`config.mk`:
```
export PLATFORM = sky130hd
export DESIGN_NAME = sensor_fault_monitor
export DESIGN_NICKNAME = d
export VERILOG_FILES = /design/src/sfm_pkg.sv /design/src/sfm_stuck_chk.sv /design/src/sfm_slow_div.sv /design/src/sensor_fault_monitor.sv
export SDC_FILE = /design/constraint.sdc
export NUM_CORES = 1
export LEC_CHECK = 0
export ABC_AREA = 1
export BUFFER_PORTS_ARGS = -buffer_cell sky130_fd_sc_hd__buf_2
export CELL_PAD_IN_SITES_DETAIL_PLACEMENT = 1
export CELL_PAD_IN_SITES_GLOBAL_PLACEMENT = 1
export CORE_UTILIZATION = 25
export CTS_CLUSTER_SIZE = 12
export DETAILED_ROUTE_END_ITERATION = 8
export MAX_ROUTING_LAYER = met4
export PLACE_DENSITY_LB_ADDON = 0.1
export SETUP_SLACK_MARGIN = 0.3
export SYNTH_ARGS = -nofsm -noshare
export SYNTH_HDL_FRONTEND = slang
export SYNTH_SLANG_ARGS = --single-unit
```
`constraint.sdc`:
```
create_clock -name i_clk -period 14.4 [get_ports i_clk]
set_input_delay 2.88 -clock i_clk [delete_from_list [all_inputs] [get_ports i_clk]]
set_output_delay 2.88 -clock i_clk [all_outputs]
set_load 0.005 [all_outputs]
```
`src/sfm_pkg.sv`:
```
// ----------------------------------------------------------------------------
// sfm_pkg
// Shared types and constants for the sensor fault monitor.
// ----------------------------------------------------------------------------
package sfm_pkg;

    localparam int BATT_W = 12;
    localparam int WORD_W = 32;
    localparam int CNT_W  = 16;
    localparam int TICK_W = 6;
    localparam int CFG_IDX_W  = 2;
    localparam int CFG_DATA_W = 12;

    typedef logic [CNT_W-1:0]  t_cnt;
    typedef logic [TICK_W-1:0] t_tick;
    typedef logic [WORD_W-1:0] t_word;

    // register indexes
    localparam logic [CFG_IDX_W-1:0] CFG_LV_THRESH   = 2'd0;
    localparam logic [CFG_IDX_W-1:0] CFG_SLOW_PERIOD = 2'd1;

    localparam logic [BATT_W-1:0] LV_THRESH_RST   = 12'd1218;
    localparam t_tick             SLOW_PERIOD_RST = 6'd40;

    // trip levels, fault sets when count > trip
    localparam t_cnt BATT_TRIP  = 16'd99;
    localparam t_cnt BARO_TRIP  = 16'd5;
    localparam t_cnt ACCEL_TRIP = 16'd20;
    localparam t_cnt GYRO_TRIP  = 16'd20;
    localparam t_cnt MAG_TRIP   = 16'd10;
    localparam t_cnt CNT_MAX    = 16'hFFFF;

    typedef struct packed {
        logic en;   // update this tick
        logic hit;  // low sample or repeated words
    } t_chk_ctl;

endpackage

```
`src/sfm_stuck_chk.sv`:
```
// ----------------------------------------------------------------------------
// sfm_stuck_chk
// Saturating fault counter with set / halve-and-clear fault flag.
// ----------------------------------------------------------------------------
module sfm_stuck_chk (
    input  logic            i_clk,
    input  logic            i_rst_n,
    input  sfm_pkg::t_chk_ctl i_ctl,
    input  sfm_pkg::t_cnt   i_trip,
    output logic            o_flag
);
    import sfm_pkg::*;

    t_cnt r_cnt, n_cnt;
    logic r_flag, n_flag;

    always_comb begin
        n_cnt  = r_cnt;
        n_flag = r_flag;
        if (i_ctl.en) begin
            if (i_ctl.hit) begin
                n_cnt = (r_cnt == CNT_MAX) ? r_cnt : r_cnt + 1'b1;
                if (n_cnt > i_trip) begin
                    n_flag = 1'b1;
                end
            end else begin
                n_cnt = r_cnt >> 1;
                if (n_cnt == '0) begin
                    n_flag = 1'b0;
                end
            end
        end
    end

    always_ff @(posedge i_clk) begin
        if (!i_rst_n) begin
            r_cnt  <= '0;
            r_flag <= 1'b0;
        end else begin
            r_cnt  <= n_cnt;
            r_flag <= n_flag;
        end
    end

    assign o_flag = r_flag;

    // flag never set while the counter is zero
    a_flag_cnt: assert property (@(posedge i_clk) disable iff (!i_rst_n)
        r_flag |-> (r_cnt != '0))
        else $error("fault flag set with zero count");

endmodule

```
`src/sfm_slow_div.sv`:
```
// ----------------------------------------------------------------------------
// sfm_slow_div
// Tick divider that marks every n-th tick for the slow sensor checks.
// ----------------------------------------------------------------------------
module sfm_slow_div (
    input  logic          i_clk,
    input  logic          i_rst_n,
    input  logic          i_en,
    input  sfm_pkg::t_tick i_period,
    output logic          o_due
);
    import sfm_pkg::*;

    t_tick r_tick, n_tick;
    t_tick w_inc;

    assign w_inc = r_tick + 1'b1;
    // a period of zero behaves like one
    assign o_due = (w_inc >= i_period);

    always_comb begin
        n_tick = r_tick;
        if (i_en) begin
            n_tick = o_due ? '0 : w_inc;
        end
    end

    always_ff @(posedge i_clk) begin
        if (!i_rst_n) begin
            r_tick <= '0;
        end else begin
            r_tick <= n_tick;
        end
    end

endmodule

```
`src/sensor_fault_monitor.sv`:
```
// ----------------------------------------------------------------------------
// sensor_fault_monitor
// Battery low-voltage and stuck-sensor monitor, one result beat per tick.
// ----------------------------------------------------------------------------
// throughput: one tick per cycle while the result is not stalled; input register feeds the counter update,
//   whose fault flag registers are the result register
// reset: synchronous active low; counters, dividers, previous words and flags
//   clear, registers return to threshold 1218 and period 40
module sensor_fault_monitor (
    input  logic i_clk,
    input  logic i_rst_n,

    input  logic i_cfg_we,
    input  logic [sfm_pkg::CFG_IDX_W-1:0]  i_cfg_idx,
    input  logic [sfm_pkg::CFG_DATA_W-1:0] i_cfg_data,

    input  logic i_in_valid,
    output logic o_in_stall,
    input  logic [sfm_pkg::BATT_W-1:0] i_battery_sample,
    input  sfm_pkg::t_word i_baro_word,
    input  sfm_pkg::t_word i_accel_x,
    input  sfm_pkg::t_word i_accel_y,
    input  sfm_pkg::t_word i_accel_z,
    input  sfm_pkg::t_word i_gyro_x,
    input  sfm_pkg::t_word i_gyro_y,
    input  sfm_pkg::t_word i_gyro_z,
    input  sfm_pkg::t_word i_mag_x,
    input  sfm_pkg::t_word i_mag_y,
    input  sfm_pkg::t_word i_mag_z,

    output logic o_out_valid,
    input  logic i_out_stall,
    output logic o_low_voltage_fault,
    output logic o_baro_fault,
    output logic o_accel_fault,
    output logic o_gyro_fault,
    output logic o_mag_fault
);
    import sfm_pkg::*;

    logic [BATT_W-1:0] r_lv_thresh;
    t_tick             r_slow_period;

    // input register
    logic              r_in_valid;
    logic [BATT_W-1:0] r_batt;
    t_word             r_baro;
    t_word             r_acc [3];
    t_word             r_gyr [3];
    t_word             r_mag [3];

    // previous words
    t_word r_prev_baro;
    t_word r_prev_acc [3];
    t_word r_prev_gyr [3];
    t_word r_prev_mag [3];

    logic r_out_valid;
    logic w_adv, w_upd;
    logic w_baro_due, w_mag_due;
    t_chk_ctl w_batt_ctl, w_baro_ctl, w_acc_ctl, w_gyr_ctl, w_mag_ctl;

    assign w_adv      = !r_out_valid || !i_out_stall;
    assign w_upd      = r_in_valid && w_adv;
    assign o_in_stall = r_in_valid && !w_adv;

    always_ff @(posedge i_clk) begin
        if (!i_rst_n) begin
            r_lv_thresh   <= LV_THRESH_RST;
            r_slow_period <= SLOW_PERIOD_RST;
        end else if (i_cfg_we) begin
            case (i_cfg_idx)
                CFG_LV_THRESH:   r_lv_thresh   <= i_cfg_data;
                CFG_SLOW_PERIOD: r_slow_period <= i_cfg_data[TICK_W-1:0];
                default: ;
            endcase
        end
    end

    always_ff @(posedge i_clk) begin
        if (!i_rst_n) begin
            r_in_valid  <= 1'b0;
            r_out_valid <= 1'b0;
        end else begin
            if (w_adv) begin
                r_out_valid <= r_in_valid;
            end
            if (!o_in_stall) begin
                r_in_valid <= i_in_valid;
            end
        end
    end

    always_ff @(posedge i_clk) begin
        if (i_in_valid && !o_in_stall) begin
            r_batt   <= i_battery_sample;
            r_baro   <= i_baro_word;
            r_acc[0] <= i_accel_x;
            r_acc[1] <= i_accel_y;
            r_acc[2] <= i_accel_z;
            r_gyr[0] <= i_gyro_x;
            r_gyr[1] <= i_gyro_y;
            r_gyr[2] <= i_gyro_z;
            r_mag[0] <= i_mag_x;
            r_mag[1] <= i_mag_y;
            r_mag[2] <= i_mag_z;
        end
    end

    always_ff @(posedge i_clk) begin
        if (!i_rst_n) begin
            r_prev_baro <= '0;
            for (int k = 0; k < 3; k++) begin
                r_prev_acc[k] <= '0;
                r_prev_gyr[k] <= '0;
                r_prev_mag[k] <= '0;
            end
        end else if (w_upd) begin
            for (int k = 0; k < 3; k++) begin
                r_prev_acc[k] <= r_acc[k];
                r_prev_gyr[k] <= r_gyr[k];
            end
            if (w_baro_due) begin
                r_prev_baro <= r_baro;
            end
            if (w_mag_due) begin
                for (int k = 0; k < 3; k++) begin
                    r_prev_mag[k] <= r_mag[k];
                end
            end
        end
    end

    sfm_slow_div u_baro_div (
        .i_clk    (i_clk),
        .i_rst_n  (i_rst_n),
        .i_en     (w_upd),
        .i_period (r_slow_period),
        .o_due    (w_baro_due)
    );

    sfm_slow_div u_mag_div (
        .i_clk    (i_clk),
        .i_rst_n  (i_rst_n),
        .i_en     (w_upd),
        .i_period (r_slow_period),
        .o_due    (w_mag_due)
    );

    always_comb begin
        w_batt_ctl.en  = w_upd;
        w_batt_ctl.hit = (r_batt < r_lv_thresh);
        w_baro_ctl.en  = w_upd && w_baro_due;
        w_baro_ctl.hit = (r_baro == r_prev_baro);
        w_acc_ctl.en   = w_upd;
        w_acc_ctl.hit  = (r_acc[0] == r_prev_acc[0]) && (r_acc[1] == r_prev_acc[1]) &&
                         (r_acc[2] == r_prev_acc[2]);
        w_gyr_ctl.en   = w_upd;
        w_gyr_ctl.hit  = (r_gyr[0] == r_prev_gyr[0]) && (r_gyr[1] == r_prev_gyr[1]) &&
                         (r_gyr[2] == r_prev_gyr[2]);
        w_mag_ctl.en   = w_upd && w_mag_due;
        w_mag_ctl.hit  = (r_mag[0] == r_prev_mag[0]) && (r_mag[1] == r_prev_mag[1]) &&
                         (r_mag[2] == r_prev_mag[2]);
    end

    sfm_stuck_chk u_batt_chk (
        .i_clk   (i_clk),
        .i_rst_n (i_rst_n),
        .i_ctl   (w_batt_ctl),
        .i_trip  (BATT_TRIP),
        .o_flag  (o_low_voltage_fault)
    );

    sfm_stuck_chk u_baro_chk (
        .i_clk   (i_clk),
        .i_rst_n (i_rst_n),
        .i_ctl   (w_baro_ctl),
        .i_trip  (BARO_TRIP),
        .o_flag  (o_baro_fault)
    );

    sfm_stuck_chk u_acc_chk (
        .i_clk   (i_clk),
        .i_rst_n (i_rst_n),
        .i_ctl   (w_acc_ctl),
        .i_trip  (ACCEL_TRIP),
        .o_flag  (o_accel_fault)
    );

    sfm_stuck_chk u_gyr_chk (
        .i_clk   (i_clk),
        .i_rst_n (i_rst_n),
        .i_ctl   (w_gyr_ctl),
        .i_trip  (GYRO_TRIP),
        .o_flag  (o_gyro_fault)
    );

    sfm_stuck_chk u_mag_chk (
        .i_clk   (i_clk),
        .i_rst_n (i_rst_n),
        .i_ctl   (w_mag_ctl),
        .i_trip  (MAG_TRIP),
        .o_flag  (o_mag_fault)
    );

    assign o_out_valid = r_out_valid;

    // a tick in the input register always yields a result beat
    a_tick_to_beat: assert property (@(posedge i_clk) disable iff (!i_rst_n)
        w_upd |=> r_out_valid)
        else $error("tick lost between input and result register");

    // flags only move on a tick update
    a_flags_hold: assert property (@(posedge i_clk) disable iff (!i_rst_n)
        ($past(i_rst_n) && !$stable({o_low_voltage_fault, o_accel_fault, o_gyro_fault}))
        |-> $past(w_upd))
        else $error("fault flag changed without a tick");

    // slow sensor flags only move on a check tick
    a_baro_slow: assert property (@(posedge i_clk) disable iff (!i_rst_n)
        ($past(i_rst_n) && !$stable(o_baro_fault)) |-> $past(w_upd && w_baro_due))
        else $error("baro fault changed off a check tick");

    a_mag_slow: assert property (@(posedge i_clk) disable iff (!i_rst_n)
        ($past(i_rst_n) && !$stable(o_mag_fault)) |-> $past(w_upd && w_mag_due))
        else $error("compass fault changed off a check tick");

endmodule

```
==> summary.txt, run 1 <==
Outcome
  • Run status: finished clean

Power and ir drop
  • Cell Pwr Density: between 100 and 150 nW/um^2
  • P_leak: about 0.018 uW
  • Worst VDD drop: 0.00008565 V
  • Power Total: between 5000 and 6000 uW

Layout
  • Nets: between 4000 and 5000
  • Register area: 21600 um^2
  • Layout area overhead: 20.05%
  • Layout cells sized above 1: about 14%
  • Fin area: 43070 um^2
  • Most common cell after layout, fill and taps aside: nand2_1
  • Multi-input logic area: 11730 um^2
  • Filler instances: 16460
  • Commonest cells after routing, fill and taps aside: nand2_1 (716), nor2_1 (714), edfxtp_1 (620), inv_1 (566), buf_2 (357)

Worst setup path
  • Reg2reg end: r_prev_mag[0][80]
  • Arrival time of the worst setup path: between 3000 and 4000 ps
  • Kind of critical path: primary input to output port
  • R2R cell count: 15
  • Worst path most repeated cell: buf_2
  • WP depth: 4
  • Launch point of the worst reg-to-reg path: u_mag_div.r_tick[0]
  • CP Max Fanout: 3
  • Worst Setup SP: i_out_stall
  • CP delay by family, top: buffers and inverters
  • Worst stage delay on the critical path: 130 ps
  • Worst path buffer plus inverter count: 2
  • Slowest stage cell, crit path: buf_2
  • Crit-path cells: buf_2 > nand2_1 > nor2_1 > buf_2
  • Startpoint types: primary input
  • R2R Setup Slk: 10460 ps
  • CP required: 11520 ps
  • CP endpoint: o_in_stall
  • Setup crit end kind: output port

Drt
  • Highest routed layer: met4
  • DRC Markers: 0
  • First drt pass iteration count: 5
  • Met3 wire length: 3.701 mm
  • Vias: 25816
  • Met2 wire length: 49.38 mm
  • WL final: 105.6 mm
  • Metal1 wirelength: roughly 50 mm
  • Iter 0 DRT Violations: 1167
  • Post-DRT Antenna Nets: 0
  • DR WL/cell: 17.09 um
  • Via density per instance: 4.177

Placement
  • Gpl congestion: 0.7718
  • PortBufs: about 360
  • Placed Area: 39830 um^2
  • DP Worst Slack: slightly above 8000 ps
  • Dpl hpwl: 75.46 mm

Synth
  • Register bit count reported by yosys: 769
  • Post-synthesis cell type count: between 50 and 60
  • Area contributors post-synth: edfxtp_1 (52%), dfxtp_1 (8.3%), nand2_1 (7.5%), nor2_1 (7.5%), inv_1 (5.9%)
  • Syn Area/Cell: 9.408 um^2
  • Yosys top cell area share: between 50% and 60%
  • Synthesized instance count: between 3000 and 4000
  • Seq/Total Area, Yosys: 60.21%
  • Cell accounting for the most synthesized area: edfxtp_1
  • Net count after synthesis: around 4200
  • Post-Syn Area: between 30000 and 40000 um^2
  • Syn. warnings: 0

Global routing
  • First-pass GRT wire length: 163.4 mm
  • Vias in the first global route: 27112
  • Largest net degree at the start of global routing: approximately 110
  • Antenna violations before repair: 8
  • GR Util All Layers: 15.05%
  • Overflow after GRT: 0

CTS
  • CTS tree: yes
  • Cts bufs inserted: 96
  • CTS root buf: clkbuf_16
  • Clock Sinks: 769
  • Post-cts resize count: 0
  • Clk_lat worst skew: 720 ps
  • Clk buf depth: 3
  • Postcts setup bufs: 0
  • Hold buffers post-CTS: 0
  • Clk slew on worst S/H paths: 50 ps
  • H-tree Lvls: 3

Floorplanning
  • Row Count: around 140
  • Initial Utilization: 25.28%
  • Die area: 145000 um^2
  • Die X-Extent: ~380 um
  • Die H: about 380 um
  • Num ports: 358
  • Core area: about 140000 um^2

Timing
  • Final Hold Vio Count: 0
  • Worst relative slew slack: 30.12%
  • RSZ-0062 raised after global routing: false
  • Crit share post-route: between 40 and 50%
  • Final Slew Violations: 0
  • Fin crit period: approximately 6200 ps
  • Clock Skew: ~52 ps
  • Final setup TNS: 0 ps
  • F_max: 162.0 MHz
  • Final setup fails: 0
  • Final WS setup: 8228 ps
  • Worst Max-Slew Pin Slew: 1047 ps

Run
  • Max Cap Viol: 0

Min path
  • Worst hold-check path type: flip-flop to flip-flop
  • Cells on Worst Hold Path: 2
where the power goes:
group / leakage, uW / internal [uW] / switching [uW] / total [uW]
Clock: 0.00156 / 1460 / 1030 / 2490
Combinational: 0.00935 / 121 / 237 / 358
Sequential: 0.00749 / 2530 / 70.5 / 2600
metal layers:
| layer | track usage (%) | up-vias |
|---|---|---|
| met5 | - | - |
| met2 | 24.17 | 329 |
| met1 | 19.57 | 12229 |
| met4 | 3.570 | 0 |
| met3 | 2.746 | 143 |
| li1 | - | 13115 |
final cells by class:
type                            count  share of cell area (%)
Sequential cell                   769                   50.16
Multi-Input combinational cell   2380                   27.23
Clock buffer                      127                   6.037
Tap cell                         1890                   5.491
Inverter                          585                   5.172
Timing Repair Buffer              372                   4.439
Clock inverter                     50                   1.427
Antenna cell                        7                 0.04068
per-stage QoR:
stage | std cells | hold WS (ps) | utilization (%)
6_report | 6180 | 459.4 | 30.34
5_1_grt | 6179 | 481.3 | 30.34
3_5_place_dp | 5996 | 457.5 | 28.07
3_3_place_gp | 5996 | 445.4 | 28.07
4_1_cts | 6173 | 465.5 | 30.33
2_1_floorplan | 3813 | 424.4 | -
cell families after synthesis:
family,Yosys count,synth area share (%)
compound gates,262,3.987
simple gates,1848,21.75
xor+xnor,240,5.860
buf+inv,664,7.140
fa+ha+maj,30,1.046
flops,769,60.21
registers in the layout, summed over array words and instances, names as in the netlist, 6 cells and up:
signal             cells
u_mag_div.r_tick       6
u_baro_div.r_tick      6
u_batt_chk.r_cnt      16
r_batt                12
r_mag                 96
u_baro_chk.r_cnt      16
r_prev_acc            96
r_gyr                 96
u_acc_chk.r_cnt       16
u_gyr_chk.r_cnt       16
u_mag_chk.r_cnt       16
r_baro                32
r_acc                 96
r_slow_period          6
r_lv_thresh           12
r_prev_mag            96
r_prev_baro           32
r_prev_gyr            96
cells in the mapped netlist, drive strengths merged:
master,n
nand2,731
clkinv,4
ha,30
nor2b,5
nor3b,5
o2111ai,3
inv,581
edfxtp,620
o211ai,13
a32o,4
nor2,738
nand3b,11
buf,35
xnor2,45
o32ai,3
o31ai,5
nand3,187
and2,4
o21a,2
nand4,58
o21ai,146
a21oi,79
dfxtp,149
o22ai,7
nor4,12
nor3,74
clkbuf,44
nand2b,2
xor2,195
or2,21
worst min-delay path by stage:
stage | to | slack [ps] | start
global placement | r_lv_thresh[0] | 450 | r_lv_thresh[0]
floorplan | r_lv_thresh[0] | 420 | r_lv_thresh[0]
global route | u_baro_chk.o_flag | 480 | u_baro_chk.o_flag
detailed placement | u_baro_chk.o_flag | 460 | u_baro_chk.o_flag
CTS | r_lv_thresh[2] | 470 | r_lv_thresh[2]
finish | r_lv_thresh[2] | 460 | r_lv_thresh[2]
worst register-to-register path: stages (launching register included):
cell and delay [ps]:
dfxtp_1 410, nand3_1 140, nor2_1 140, nand2_1 80
xor2_1 130, inv_1 70, ha_1 290, nand2_1 70
o21a_1 190, nand3_1 320, nand2_1 100, inv_1 170
nor2_2 50, buf_4 210, inv_4 490, buf_4 700
Note: power is estimated with default switching activity, not from simulation.
==> run 2: changes to the inputs <==
Clock period 14.4 ns to 5.83 ns, I/O delays scaled along.
==> run 2 against run 1 <==
  * Critical path depth increased by 11
  * Final area about the same
  * Hold slack improved by 3.6 ps
  * Setup slack got worse by 6000 ps
  * Utilization about the same
  * Sequential share of layout area about the same
  * Largest power group unchanged
==> summary.txt, run 2 (synthesis gave the netlist of run 1 again) <==
Outcome
  • Run status: finished clean

Global routing
  • Antenna violations before repair: 14
  • Met2 usage in global routing: between 20 and 25%
  • M1 GR Usage: 20.26%
  • Busiest grt layer: met2
  • Vias in the first global route: around 27000
  • Grt met3 use: 2.728%
  • Overflow after GRT: 0
  • GR Util All Layers: about 15%
  • Largest net degree at the start of global routing: 156
  • First-pass GRT wire length: 165.1 mm

Layout
  • Layout area overhead: 20.07%
  • Filler instances: 16457
  • Commonest cells after routing, fill and taps aside: nand2_1 (714), nor2_1 (713), edfxtp_1 (620), inv_1 (565), buf_2 (357)
  • Layout cells sized above 1: 14.17%
  • Multi-input logic area: 11760 um^2
  • Register area: 21600 um^2
  • Nets: between 4000 and 5000
  • Most common cell after layout, fill and taps aside: nand2_1
  • Post-Layout Cell Count: 6187

Timing
  • Fin crit period: 3577 ps
  • RSZ-0062 raised after global routing: false
  • Final Slew Violations: 0
  • Clock Skew: 56.94 ps
  • Hold_ws: 463.0 ps
  • Worst Max-Slew Pin Slew: 982.6 ps
  • Final WS setup: ~2300 ps
  • Crit share post-route: 61.36%
  • Final setup fails: 0
  • Final Hold Vio Count: 0
  • F_max: 279.5 MHz
  • Worst relative slew slack: 34.49%

Placement
  • PortBufs: approximately 360
  • Dpl hpwl: 77.77 mm
  • Dpl cells: 6005
  • DP Worst Slack: 2002 ps
  • Gpl congestion: 0.7747

CTS
  • Clock Sinks: 769
  • Clk_lat worst skew: 700 ps
  • Clk slew on worst S/H paths: 60 ps
  • Postcts setup bufs: 0
  • H-tree Lvls: 3
  • Post-cts resize count: 0
  • Clk buf depth: 3
  • CTS tree: yes
  • Cts bufs inserted: 95
  • CTS root buf: clkbuf_16
  • Hold buffers post-CTS: 0

Power and ir drop
  • Worst VDD drop: 0.0002444 V
  • P_leak: 0.01839 uW
  • Cell Pwr Density: 306.7 nW/um^2

Worst setup path
  • Arrival time of the worst setup path: 3900 ps
  • CP Max Fanout: 52
  • Slowest stage cell, crit path: inv_4
  • Worst stage delay on the critical path: 500 ps
  • CP required: roughly 6200 ps
  • R2R Setup Slk: 2250 ps
  • Worst path most repeated cell: nand2_1
  • Kind of critical path: flip-flop to flip-flop
  • Startpoint types: flip-flop
  • Crit-path cells: nand3_1 > nor2_1 > nand2_1 > xor2_1 > inv_1 > ha_1 > nand2_1 > o21a_1 > nand3_1 > nand2_1 > inv_1 > nor2_2 > buf_4 > inv_4 > buf_4
  • Setup crit end kind: flip-flop

Min path
  • Worst hold-check path type: flip-flop to flip-flop

Drt
  • Via density per instance: 4.156
  • Post-DRT Antenna Nets: 0
  • DR WL/cell: 17.35 um
  • Iter 0 DRT Violations: 1122
  • WL final: 107.3 mm
  • First drt pass iteration count: 4
  • DRC Markers: 0
  • Vias: between 20000 and 30000

Run
  • Max Cap Viol: 0

Floorplanning
  • Die X-Extent: 380.8 um
  • Row Count: 138
  • Die area: 145000 um^2
  • Core area: 141900 um^2
  • Die H: ~380 um
  • Num ports: 358
  • Initial Utilization: approximately a quarter
-- run 2: cell count changes in the layout (fill, tap and decap cells not counted), moves of 2 or more --
cell	before	now
clkinvlp_4	3	9
buf_4	14	19
buf_12	1	5
bufinv_16	10	7
clkbuf_8	6	3
clkinv_2	16	19
nand2_1	716	714
-- run 2: layout make-up --
| cell class | instances | share of cell area [%] |
|---|---|---|
| Timing Repair Buffer | 381 | 4.712 |
| Multi-Input combinational cell | 2380 | 27.29 |
| Clock buffer | 124 | 5.990 |
| Inverter | 585 | 5.162 |
| Antenna cell | 6 | 0.03486 |
| Clock inverter | 52 | 1.174 |
| Tap cell | 1890 | 5.490 |
| Sequential cell | 769 | 50.15 |
-- run 2: critical path, delay by kind of cell (launching register included) --
kind	cells	cell delay [ps]
buffers and inverters	5	1380
AND/OR/NAND/NOR	7	770
flip-flops	1	400
adder cells (fa/ha/maj)	1	290
AO/OA/AOI/OAI	1	190
XOR/XNOR	1	130
-- run 2: path summary, 6_finish.rpt --
kind                             from                end  cells past startpoint
setup / recovery  u_mag_div.r_tick[0]  r_prev_mag[0][65]                     15
hold / removal         r_lv_thresh[5]     r_lv_thresh[5]                      2
setup reg to reg  u_mag_div.r_tick[0]  r_prev_mag[0][65]                     15
hold reg to reg        r_lv_thresh[5]     r_lv_thresh[5]                      2
-- run 2: through the flow --
step	power, uW	area, um^2	utilization, %	TNS, ps
final	13210	43070	30.35	0
after global routing	13820	43070	30.35	0
after CTS	13520	43060	30.34	0
after detailed placement	7464	39970	28.16	0
after floorplan	7011	35900	-	-329090
after global placement	7456	39970	28.16	0
-- run 2: layer usage --
| layer | part of all wire [%] | vias to the layer above |
|---|---|---|
| li1 | - | 13133 |
| met4 | 2.1 | 0 |
| met5 | 0 | - |
| met2 | 46 | 341 |
| met1 | 49 | 12100 |
| met3 | 3.4 | 140 |
-- run 2: report_power, final --
| part | switching (uW) | total (uW) | leakage, uW | internal, uW |
|---|---|---|---|---|
| logic | 593 | 901 | 0.00941 | 308 |
| registers | 171 | 6410 | 0.00749 | 6240 |
| clock network | 2460 | 5900 | 0.00149 | 3440 |
